===== src/design/uas_pkg.sv =====
// ----------------------------------------------------------------------------
// uas_pkg
// Shared types, constants and helpers of the 3d upwind advection stencil.
// ----------------------------------------------------------------------------
package uas_pkg;

    localparam int WORD_BITS  = 32;
    localparam int FRAC_BITS  = 16;
    localparam int MAX_ROWS   = 64;
    localparam int MAX_COLS   = 64;
    localparam int ROW_W      = $clog2(MAX_ROWS);
    localparam int COL_W      = $clog2(MAX_COLS);
    localparam int X_W        = 16;
    localparam int SIZE_YZ_W  = 7;
    localparam int CELL_W     = 4 * WORD_BITS;

    // stencil arithmetic widths
    localparam int SUM4_W     = WORD_BITS + 2;
    localparam int SUM8_W     = WORD_BITS + 3;
    localparam int PROD_W     = 2 * WORD_BITS;
    localparam int TERM_W     = PROD_W - FRAC_BITS;
    localparam int GRP_W      = TERM_W + 2;
    localparam int NET_W      = TERM_W + 5;
    localparam int MAG_W      = NET_W - 1;
    localparam int STEP_W     = 32;
    localparam int HI_W       = MAG_W - 32;
    localparam int HIP_W      = HI_W + STEP_W;
    localparam int LOP_W      = 32 + STEP_W;
    localparam int DOWN_SHIFT = FRAC_BITS + 2;
    localparam int HI_SHIFT   = 32 - DOWN_SHIFT;
    localparam int HI_LIMIT_B = 40;
    localparam int QSUM_W     = HI_LIMIT_B + HI_SHIFT + 1;
    localparam int Q_W        = 49;
    localparam int DIFF_W     = Q_W + 2;

    localparam logic [Q_W-1:0] DELTA_CAP = {1'b1, {(Q_W-1){1'b0}}};
    localparam logic signed [DIFF_W-1:0] SAT_HI =
        DIFF_W'((64'sd1 <<< (WORD_BITS - 1)) - 64'sd1);
    localparam logic signed [DIFF_W-1:0] SAT_LO = -SAT_HI - DIFF_W'(1);

    // output queue
    localparam int OQ_DEPTH   = 16;
    localparam int OQ_PTR_W   = $clog2(OQ_DEPTH);
    localparam int OQ_CNT_W   = OQ_PTR_W + 1;

    typedef enum logic [1:0] {
        REG_STEP_RATIO,
        REG_SIZE_X,
        REG_SIZE_Y,
        REG_SIZE_Z
    } cfg_reg_t;

    typedef enum logic [1:0] {
        AXIS_X,
        AXIS_Y,
        AXIS_Z
    } axis_t;

    typedef struct packed {
        logic signed [WORD_BITS-1:0] vel_z;
        logic signed [WORD_BITS-1:0] vel_y;
        logic signed [WORD_BITS-1:0] vel_x;
        logic signed [WORD_BITS-1:0] quantity;
    } cell_t;

    typedef struct packed {
        logic             last;
        logic [X_W-1:0]   cx;
        logic [5:0]       cy;
        logic [5:0]       cz;
    } meta_t;

    typedef struct packed {
        logic                        last;
        logic [5:0]                  cz;
        logic [5:0]                  cy;
        logic [X_W-1:0]              cx;
        logic signed [WORD_BITS-1:0] next_value;
    } result_t;

    typedef struct packed {
        logic                full;
        logic [OQ_CNT_W-1:0] used;
        logic [OQ_CNT_W-1:0] count;
    } oq_stat_t;

    function automatic logic signed [WORD_BITS-1:0] vel_of(input cell_t c, input axis_t axis);
        logic signed [WORD_BITS-1:0] v;
        case (axis)
            AXIS_X:  v = c.vel_x;
            AXIS_Y:  v = c.vel_y;
            AXIS_Z:  v = c.vel_z;
            default: v = '0;
        endcase
        return v;
    endfunction

endpackage


===== src/design/uas_outq.sv =====
// ----------------------------------------------------------------------------
// uas_outq
// Result queue with slot reservation at input accept, so the pipeline never stalls.
// ----------------------------------------------------------------------------
module uas_outq
(
    input  logic                 clk,
    input  logic                 rst_n,
    input  logic                 reserve,
    input  logic                 push_valid,
    input  uas_pkg::result_t     push_data,
    output logic                 pop_valid,
    input  logic                 pop_ready,
    output uas_pkg::result_t     pop_data,
    output logic                 room,
    output uas_pkg::oq_stat_t    stat
);

    localparam int PW = uas_pkg::OQ_PTR_W;
    localparam int CW = uas_pkg::OQ_CNT_W;

    uas_pkg::result_t  q_mem [uas_pkg::OQ_DEPTH];
    logic [PW-1:0]     wr_ptr_reg, rd_ptr_reg;
    logic [CW-1:0]     count_reg, count_next;
    logic [CW-1:0]     used_reg, used_next;
    logic              pop;

    assign pop       = pop_valid && pop_ready;
    assign pop_valid = count_reg != '0;
    assign pop_data  = q_mem[rd_ptr_reg];
    assign room      = used_reg < CW'(uas_pkg::OQ_DEPTH);

    always_comb
    begin
        count_next = count_reg + CW'(push_valid) - CW'(pop);
        used_next  = used_reg + CW'(reserve) - CW'(pop);
    end

    always_ff @(posedge clk or negedge rst_n)
    begin
        if (!rst_n)
        begin
            wr_ptr_reg <= '0;
            rd_ptr_reg <= '0;
            count_reg  <= '0;
            used_reg   <= '0;
        end
        else
        begin
            if (push_valid)
            begin
                wr_ptr_reg <= wr_ptr_reg + PW'(1);
            end
            if (pop)
            begin
                rd_ptr_reg <= rd_ptr_reg + PW'(1);
            end
            count_reg <= count_next;
            used_reg  <= used_next;
        end
    end

    always_ff @(posedge clk)
    begin
        if (push_valid)
        begin
            q_mem[wr_ptr_reg] <= push_data;
        end
    end

    assign stat.full  = count_reg == CW'(uas_pkg::OQ_DEPTH);
    assign stat.used  = used_reg;
    assign stat.count = count_reg;

endmodule


===== config.mk =====
export PLATFORM = sky130hd
export DESIGN_NAME = uas_outq
export DESIGN_NICKNAME = d
export VERILOG_FILES = /design/src/design/uas_pkg.sv /design/src/design/uas_outq.sv
export SDC_FILE = /design/constraint.sdc
export NUM_CORES = 1
export LEC_CHECK = 0
export BUFFER_PORTS_ARGS = -buffer_cell sky130_fd_sc_hd__buf_4
export CORE_AREA = 2 2 362 364
export DETAILED_ROUTE_END_ITERATION = 10
export DIE_AREA = 0 0 364 366
export GPL_ROUTABILITY_DRIVEN = 0
export PLACE_DENSITY = 0.52
export SYNTH_ARGS = -nofsm -noshare
export SYNTH_HDL_FRONTEND = slang
export SYNTH_SLANG_ARGS = --single-unit

===== constraint.sdc =====
create_clock -name clk -period 8.3 [get_ports clk]
set_input_delay 1.245 -clock clk [delete_from_list [all_inputs] [get_ports clk]]
set_output_delay 1.245 -clock clk [all_outputs]
set_load 0.02 [all_outputs]

==> results of run 1 <==
## stage by stage
| step | hold WS (ns) | total power [mW] | util, % | setup WS (ns) |
|---|---|---|---|---|
| 6_report | 0.479 | 16.0 | 34.5 | 2.70 |
| 5_1_grt | 0.459 | 16.8 | 34.5 | 2.45 |
| 4_1_cts | 0.435 | 16.2 | 34.5 | 2.64 |
| 3_5_place_dp | 0.550 | 11.7 | 32.0 | 3.37 |
| 3_3_place_gp | 0.532 | 11.6 | 32.0 | 3.39 |
| 2_1_floorplan | 0.511 | 9.84 | - | 1.56 |
## cell usage after synthesis (2+ instances only)
library cell  instances  area [um2]
nand2_1              65         244
xnor2_1              10        87.6
dfrtp_1              18         450
inv_1                21        78.8
a22oi_1              61         458
o21ai_1               3        15.0
a221oi_1            122        1070
mux4_2              122        2750
clkbuf_1             37         139
a21oi_1               4        20.0
edfxtp_1            976       29300
buf_6                27         304
mux2i_1             244        2440
and2_1               13        81.3
fa_1                  2        40.0
nor3b_1               3        22.5
buf_2                10        50.1
o21ai_0              59         295
and4_1                2        17.5
ha_1                 16         200
xor2_1                4        35.0
buf_4                29         218
buf_1                 4        15.0
a21o_1                3        22.5
## cells by family (layout without fill, tap and decap cells)
group                      after synthesis  after routing  share of synthesized area [%]
AOI/OAI and AO/OA                      253            253                           4.91
and+or+nand+nor                         92             92                           1.12
DFF                                    994            994                           77.4
xor gates and xnor gates                14             14                          0.319
buffers and inverters                  129            373                           2.10
muxes                                  367            367                           13.5
adders and majority gates               18             18                          0.625
other                                    0              2                              0
## layout make-up
class                      instances  share of cell area, %
clock buffer                     124                   6.01
inverter                          22                  0.185
timing repair buffer             172                   2.95
tap                             1742                   4.89
clock inverter                    55                   1.32
sequential                       994                   66.8
antenna                            2                 0.0112
multi-input combinational        744                   17.8
## path summary, 6_finish.rpt
kind	from	endpoint	slack [ns]	cells past startpoint
min in group clk	wr_ptr_reg[0]	wr_ptr_reg[0]	0.56	1
worst min-delay path	rst_n	used_reg[4]	0.48	1
worst min register to register	wr_ptr_reg[0]	wr_ptr_reg[0]	0.56	1
worst max-delay path	rd_ptr_reg[1]	pop_data[5]	2.70	6
max in group asynchronous	rst_n	rd_ptr_reg[3]	7.56	1
worst max register to register	count_reg[2]	count_reg[4]	5.19	13
## report_power, final
group | switching (mW) | total [mW] | internal [mW]
clock | 1.87 | 4.50 | 2.63
combinational | 3.11 | 5.12 | 2.01
sequential | 0.312 | 6.36 | 6.05
total | 5.29 | 16.0 | 10.7
## layout by cell type, fill, tap and decap left out, types with 2 or more instances in the layout
cell type	instances
edfxtp_1	976
mux2i_1	244
buf_4	170
a221oi_1	122
mux4_2	122
clkbuf_16	104
nand2_1	65
a22oi_1	61
o21ai_0	59
inv_1	21
clkbuf_1	20
clkinv_2	17
ha_1	16
clkinv_1	16
dfrtp_1	14
and2_4	13
bufinv_16	11
xnor2_1	10
xor2_1	4
a21oi_1	4
o21ai_1	3
a21o_1	3
clkinv_4	3
clkinvlp_4	3
dfrtp_4	3
diode_2	2
nor3b_2	2
fa_1	2
inv_6	2
buf_12	2
## worst register-to-register path: cells and delay by family (launching register included)
kind | cells | cell delay (ns)
flops | 1 | 0.41
xor+xnor | 1 | 0.15
simple gates | 2 | 0.83
compound gates | 2 | 0.21
buf+inv | 4 | 0.31
fa+ha+maj | 4 | 1.15
## layer usage
| metal | vias to the layer above | global-route usage (%) |
|---|---|---|
| li1 | 8132 | - |
| met1 | 9950 | 19.4 |
| met2 | 548 | 22.7 |
| met3 | 138 | 3.26 |
| met4 | 18 | 3.24 |
| met5 | - | 0 |
==> flow_summary.json, run 1 <==
{
  "postPlaceCellArea_um2": 41300,
  "grt.overflow.total": 0,
  "numCtsBuffers": 101,
  "grt_pass1_wl_um": 137000,
  "ys_types": 36,
  "wl_met2_um": 45300,
  "ant_nets": 0,
  "holdBufCountCts": 0,
  "clockBufferDepth": 3,
  "crit_chain": "and2_4, buf_4, a221oi_1, o21ai_0, nand2_1, buf_4",
  "die-area_um2": 133000,
  "num_vias": 18800,
  "tightest_slew_ns": 1.23,
  "synth_ff_type": "edfxtp_1",
  "synth-seq-area-share_pct": 77.4,
  "critPathTopFamily": "simple AND/OR/NAND/NOR gates",
  "timing.final.crit_share_pct": 67.5,
  "die_h_um": 366,
  "synth_edf_count": 976,
  "nFillCells": 12000,
  "nNetsFinal": 2119,
  "crit_path_frequent_cell": "buf_4",
  "fin_skew_ns": 0.0208,
  "wirelength_um": 95300,
  "wl_met1_um": 42100,
  "hp-class": "input port to async pin",
  "syn-instance-count": 1867,
  "area_growth_pct": 15.9,
  "post_route_cells_drive_above_1_share_pct": 21.9,
  "tns_ns": 0,
  "start_util_pct": 29.8,
  "critPathCaptureType": "output pin",
  "fin_cells": 3855,
  "port_buffers": 139,
  "multi_input_area_um2": 7940,
  "cts_tree": "yes",
  "slowest_delay_ns": 1.10,
  "cts-root-buf": "clkbuf_16",
  "fin_area_um2": 44600,
  "cts_sinks": 994,
  "drt-initial-drc-count": 1735,
  "grt_pass1_vias": 19700,
  "ys.warnings.count": 0,
  "min_period_ns": 5.60,
  "status": "finished clean",
  "synthesis.nets": 1951,
  "synth-async-reset-ratio_pct": 1.81,
  "grt_setup_unrepaired": "false",
  "seqCellArea_um2": 29800,
  "crit_required_ns": 7.05,
  "path_clk_slew_ns": 0.06,
  "placementRows": 132,
  "cts_setup_buffers": 0,
  "wl_met3_um": 5990,
  "io_pins": 140,
  "path_class": "flop to output pin",
  "max-cap-violations": 0,
  "synth_seq_cells": 994,
  "power_density_nw_per_um2": 359,
  "largest_reg_flops": 976,
  "grt_max_degree": 140,
  "cp_num_buf_inv": 2,
  "route.detailed.drc": 0,
  "dp.cells": 3674,
  "hold_viol": 0,
  "slew_viol_final": 0,
  "hpwl_um": 49100,
  "htreeDepth": 3,
  "antenna_found_initial": 9,
  "cp_slowest_cell": "and2_4",
  "fmaxAchievable_mhz": 178,
  "die_w_um": 364,
  "cp.arrival_ns": 4.36,
  "avgRoutedWirePerCell_um": 24.7,
  "p_leak_nw": 14.7,
  "vdd_drop_max_mv": 0.256,
  "slew-limit-headroom_pct": 18.1,
  "cts_resized": 0,
  "synth_area_um2": 38500,
  "critPathMaxFanout": 76,
  "dr.pass1.iters": 5,
  "clock_latency_ns": 0.67,
  "core-area_um2": 129000,
  "critical_path.startpoint_type": "flop",
  "dr.max_layer_used": "met5",
  "avgSynthCellArea_um2": 20.6,
  "vias_per_cell": 4.87,
  "grt_usage_pct": 14.1,
  "setup_viol": 0
}
Power figures use the tool's default switching activity.
==> inputs of run 2 (changes only) <==
ABC_AREA = 1   (was default)
CORE_AREA = 2 2 377 379   (was 2 2 362 364)
DIE_AREA = 0 0 379 381   (was 0 0 364 366)
clock period = 5.17 ns   (was 8.3 ns; I/O delays follow)
==> run 2 against run 1 <==
  * Clock power is 70% higher
  * Die area up 8.4%
  * Global-route usage increased by 1.6 points
  * Design area grew 8.6%
  * Largest power group unchanged
  * Highest routed layer unchanged
==> flow_summary.json, run 2 <==
{
  "status": "finished clean",
  "grt.overflow.total": 0,
  "multi_input_area_um2": 9640,
  "cp.arrival_ns": 3.47,
  "hp-class": "input port to flop",
  "power_density_nw_per_um2": 569,
  "slew-limit-headroom_pct": 19.9,
  "area_growth_pct": 15.8,
  "antenna_found_initial": 6,
  "synth_area_leaders": "edfxtp_1, nand2_1, nand3_1, inv_1, nor2_1",
  "vdd_drop_max_mv": 0.474,
  "cts-root-buf": "clkbuf_16",
  "grt_pass1_vias": 25400,
  "die-area_um2": 144000,
  "setup_viol": 0,
  "fmaxAchievable_mhz": 236,
  "largest_reg_flops": 976,
  "nFillCells": 14000,
  "timing.final.crit_share_pct": 82.1,
  "die_w_um": 379,
  "cts_tree": "yes",
  "min_period_ns": 4.24,
  "port_buffers": 139,
  "hold_viol": 0,
  "cts_setup_buffers": 0,
  "fin_skew_ns": 0.0324,
  "yosys.area.top_type_share_pct": 70.2,
  "synth_seq_cells": 994,
  "p_comb_share_pct": 35.6,
  "die_h_um": 381,
  "critPathCaptureType": "output pin",
  "p_int_mw": 17.0,
  "synth_edf_count": 976,
  "synthesis.nets": 4005,
  "max-cap-violations": 0,
  "wirelength_um": 114000,
  "start_util_pct": 29.7,
  "power_frac_seq_pct": 36.7,
  "nNetsFinal": 4115,
  "ys_top_cells_by_count": "nand2_1, edfxtp_1, inv_1, nor2_1, nand3_1",
  "tightest_slew_ns": 1.20,
  "swShare_pct": 38.3,
  "syn-instance-count": 3921,
  "dr.pass1.iters": 7,
  "ys_types": 24,
  "cts_sinks": 994,
  "post_route_cells_drive_above_1_share_pct": 8.91,
  "ys.warnings.count": 0,
  "drt-initial-drc-count": 2218,
  "synth_most_common_cell": "nand2_1",
  "grt_setup_unrepaired": "false",
  "p_sw_mw": 10.6,
  "synth_top_area_cell": "edfxtp_1",
  "numCtsBuffers": 106,
  "path_clk_slew_ns": 0.06,
  "crit_required_ns": 4.39,
  "critPathMaxFanout": 54,
  "layout.cells.most_common": "nand2_1",
  "hpwl_um": 57200,
  "synth-seq-area-share_pct": 71.3,
  "placementRows": 138,
  "htreeDepth": 3,
  "grt_pass1_wl_um": 168000,
  "io_pins": 140,
  "path_class": "flop to output pin",
  "slew_viol_final": 0,
  "seqCellArea_um2": 29800,
  "synth_area_um2": 41800,
  "avgSynthCellArea_um2": 10.6,
  "clockBufferDepth": 3,
  "vias_per_cell": 4.42,
  "route.detailed.drc": 0,
  "critical_path.startpoint_type": "flop",
  "core-area_um2": 141000,
  "grt_usage_pct": 15.7,
  "ant_nets": 0,
  "clkPwrFrac_pct": 27.7,
  "synth_ff_type": "edfxtp_1",
  "grt_max_degree": 221,
  "final_cell_mix": "nand2_1, edfxtp_1, inv_1",
  "hold-worst-slack_ns": 0.293,
  "clock_latency_ns": 0.71,
  "synth-async-reset-ratio_pct": 1.81,
  "num_vias": 26600,
  "avgRoutedWirePerCell_um": 19.0,
  "p_leak_nw": 19.4,
  "tns_ns": 0
}
==> run 2: changes by cell type after synthesis, sizes merged, moves of 6 or more <==
cell and delta:
clkbuf -6, a221oi -122, nor2 +384, buf +87
a22oi -61, mux2i -244, and2 -13, inv +375
mux4 -122, o21ai -59, nand2 +1481, nand3 +366
==> run 2: through the flow <==
step           cell area, um2  cells  utilization (%)  power, mW  setup WS (ns)
2_1_floorplan           41800   3921                -       16.4          0.928
3_3_place_gp            44900   5812             31.9       20.2           1.63
3_5_place_dp            44900   5812             31.9       20.3           1.60
4_1_cts                 48400   6007             34.4       27.9          0.803
5_1_grt                 48400   6009             34.4       29.1          0.718
6_report                48400   6009             34.4       27.5          0.926
==> run 2: repair_timing <==
| action | 4_1_cts | 5_1_grt |
|---|---|---|
| endpoints found under the hold margin | 18 | 0 |
| hold buffers | 1 | 0 |
| resized for setup | 0 | 0 |
==> run 2: cells by family (layout without fill, tap and decap cells) <==
family                   count (synthesis)  after routing  share of synthesized area (%)
AND/OR/NAND/NOR                       2303           2303                           21.8
flip-flops                             994            994                           71.3
buffers and inverters                  585            781                           5.93
adder cells (fa/ha/maj)                 18             18                          0.575
XOR/XNOR                                14             14                          0.294
AO/OA/AOI/OAI                            7              7                         0.0839
other                                    0              2                              0
==> run 2: final timing paths <==
path / startpoint / end / slack, ns / cells past startpoint
max in group asynchronous: rst_n / rd_ptr_reg[0] / 4.41 / 2
worst max register to register: count_reg[2] / used_reg[4] / 2.02 / 13
worst max-delay path: rd_ptr_reg[1] / pop_data[8] / 0.93 / 9
min in group asynchronous: rst_n / count_reg[4] / 0.49 / 2
worst min register to register: wr_ptr_reg[0] / wr_ptr_reg[0] / 0.57 / 1
worst min-delay path: reserve / used_reg[0] / 0.29 / 2
==> run 2: layer usage <==
| layer | part of all wire (%) | wire length [um] | vias to the layer above | global-route usage, % |
|---|---|---|---|---|
| met5 | 0.036 | 41 | - | 0 |
| met4 | 2.0 | 2320 | 6 | 4.68 |
| met3 | 4.3 | 4860 | 144 | 2.11 |
| met2 | 49 | 55700 | 566 | 25.8 |
| met1 | 45 | 51400 | 13000 | 21.4 |
| li1 | - | - | 12900 | - |
==> run 2: power groups by stage <==
stage / logic [mW] / registers [mW] / clock network, mW
finish: 9.79 / 10.1 / 7.63
global route: 10.9 / 10.2 / 8.08
CTS: 10.0 / 10.1 / 7.80
detailed placement: 9.99 / 10.3 / 0
global placement: 9.97 / 10.3 / 0
floorplan: 6.27 / 10.1 / 0
==> run 2: worst max-delay path, stage by stage (launching register included) <==
cell     delay (ns)
dfrtp_4        0.91
nand2_1        0.27
inv_6          0.49
buf_12         0.35
nand2_1        0.09
nor2_1         0.09
nor2_1         0.05
nand2_1        0.06
nand2_1        0.16
buf_4          0.21
==> run 2: area by class of cell <==
type / count / area share (%)
clock inverters: 67 / 1.38
repair buffers: 190 / 3.32
flip-flops and latches: 994 / 61.5
diodes: 2 / 0.0103
inverters: 397 / 3.14
clock buffers: 127 / 5.78
well taps: 1890 / 4.89
multi-input cells: 2342 / 19.9
==> inputs of run 3 (changes only) <==
ABC_AREA = 0   (was 1)
CORE_AREA = 2 2 362 364   (was 2 2 377 379)
DIE_AREA = 0 0 364 366   (was 0 0 379 381)
clock period = 3.95 ns   (was 5.17 ns; I/O delays follow)
==> run 3 against run 2 <==
  * Flip-flop and latch count stayed put
  * Highest routed layer unchanged
  * Die area decreased by 7.7%
  * First-iteration DRC count decreased by 22%
  * Count of clock-buffer cells in the layout shrank 10
  * Clock power is 25% higher
  * Power increased by 24%
  * Global-route usage shrank 1.6 points
  * Clock skew is 0.0056 ns lower
  * Wire length shrank 17%
  * Hold slack got worse by 0.14 ns
  * Combinational power rose by 15%
==> flow_summary.json, run 3 (synthesis results as in run 1) <==
{
  "power_density_nw_per_um2": 754,
  "placementRows": 132,
  "drt-initial-drc-count": 1732,
  "clockBufferDepth": 3,
  "min_period_ns": 3.73,
  "final_cell_mix": "edfxtp_1, mux2i_1, buf_4",
  "setup_viol": 0,
  "busiest_layer": "met2",
  "dr.pass1.iters": 5,
  "fmaxAchievable_mhz": 268,
  "grt_usage_pct": 14.1,
  "grt_pass1_vias": 19800,
  "io_pins": 140,
  "cts_setup_buffers": 0,
  "numCtsBuffers": 104,
  "grt_setup_unrepaired": "false",
  "fin_cells": 3891,
  "critPathMaxFanout": 28,
  "grt.overflow.total": 0,
  "core-area_um2": 129000,
  "hold_viol": 0,
  "ant_nets": 0,
  "slew-limit-headroom_pct": 41.5,
  "p_leak_nw": 15.0,
  "layout.cells.most_common": "edfxtp_1",
  "start_util_pct": 29.8,
  "fin_util_pct": 35.0,
  "status": "finished clean",
  "critical_path.startpoint_type": "flop",
  "fin_skew_ns": 0.0269,
  "path_class": "flop to output pin",
  "hpwl_um": 51300,
  "dp.cells": 3697,
  "grt_pass1_wl_um": 137000,
  "nNetsFinal": 2146,
  "cts-root-buf": "clkbuf_16",
  "die_h_um": 366,
  "num_vias": 18800,
  "wirelength_um": 94700,
  "area_growth_pct": 17.4,
  "tightest_slew_ns": 0.878,
  "grt.met2_usage_pct": 22.5,
  "die_w_um": 364,
  "timing.final.crit_share_pct": 94.3,
  "avgRoutedWirePerCell_um": 24.3,
  "cp.arrival_ns": 3.13,
  "tns_ns": 0,
  "met3_usage_pct": 3.44,
  "clock_latency_ns": 0.69,
  "route.detailed.drc": 0,
  "antenna_found_initial": 10,
  "path_clk_slew_ns": 0.06,
  "slew_viol_final": 0,
  "hp-class": "input port to flop",
  "cts_tree": "yes",
  "die-area_um2": 133000,
  "cts_sinks": 994,
  "grt_util_met1_pct": 19.3,
  "vias_per_cell": 4.83,
  "largest_reg_flops": 976,
  "htreeDepth": 3,
  "max-cap-violations": 0,
  "port_buffers": 139,
  "hold-worst-slack_ns": 0.154,
  "critPathCaptureType": "output pin",
  "grt_max_degree": 63,
  "post_route_cells_drive_above_1_share_pct": 22.7,
  "vdd_drop_max_mv": 0.413,
  "crit_required_ns": 3.36
}
## run 3: changes by cell type in the layout (fill, tap and decap cells not counted), moves of 244 or more
cell / before / now
nand2_1: 1546 / 65
nor2_1: 368 / 1
nand3_1: 367 / 1
mux2i_1: 0 / 244
inv_1: 392 / 21
## run 3: what timing repair did
| item | 4_1_cts | 5_1_grt |
|---|---|---|
| hold buffers | 1 | 0 |
| hold endpoints to repair | 18 | 0 |
| gates resized for setup | 0 | 0 |
## run 3: worst max-delay path, stage by stage (launching register included)
cell and delay (ns):
dfrtp_4 0.80, inv_2 0.39, buf_4 0.31, a221oi_1 0.30, o21ai_0 0.14, nand2_1 0.29
buf_4 0.21
## run 3: stage by stage
stage / power [mW] / setup WS [ns] / cell area, um2
after floorplan: 20.7 / 0.00375 / 38500
after global placement: 24.8 / 0.902 / 41800
after detailed placement: 25.0 / 0.855 / 41800
after CTS: 34.6 / 0.137 / 45100
after global routing: 35.7 / 0.0288 / 45100
final: 34.0 / 0.225 / 45100
## run 3: layout make-up
type / count / area (um2)
clock inverters: 75 / 689
inverters: 22 / 82.6
diodes: 1 / 2.50
fillers: 11900 / 83800
repair buffers: 196 / 1810
clock buffers: 117 / 2650
well taps: 1742 / 2180
multi-input cells: 744 / 7960
flip-flops and latches: 994 / 29800
## run 3: power breakdown
group          leakage (nW)  switching, mW  internal (mW)
clock network          1.61           4.11           5.43
registers              9.02          0.469           12.7
logic                  4.33           6.82           4.50
total                  15.0           11.4           22.6
## run 3: metal layers
layer  vias to the layer above  wire [um]
li1                       8183          -
met5                         -         91
met1                     10000      42600
met2                       435      44700
met4                        16       1790
met3                       137       5480
## run 3: path summary, 6_finish.rpt
kind,cells past startpoint,end,startpoint,slack (ns)
max,6,pop_data[55],rd_ptr_reg[3],0.22
min,2,used_reg[0],reserve,0.15
max reg2reg,13,count_reg[4],count_reg[3],0.81
min reg2reg,1,wr_ptr_reg[0],wr_ptr_reg[0],0.55
max in group asynchronous,2,rd_ptr_reg[1],rst_n,3.32
min in group asynchronous,2,wr_ptr_reg[2],rst_n,0.36
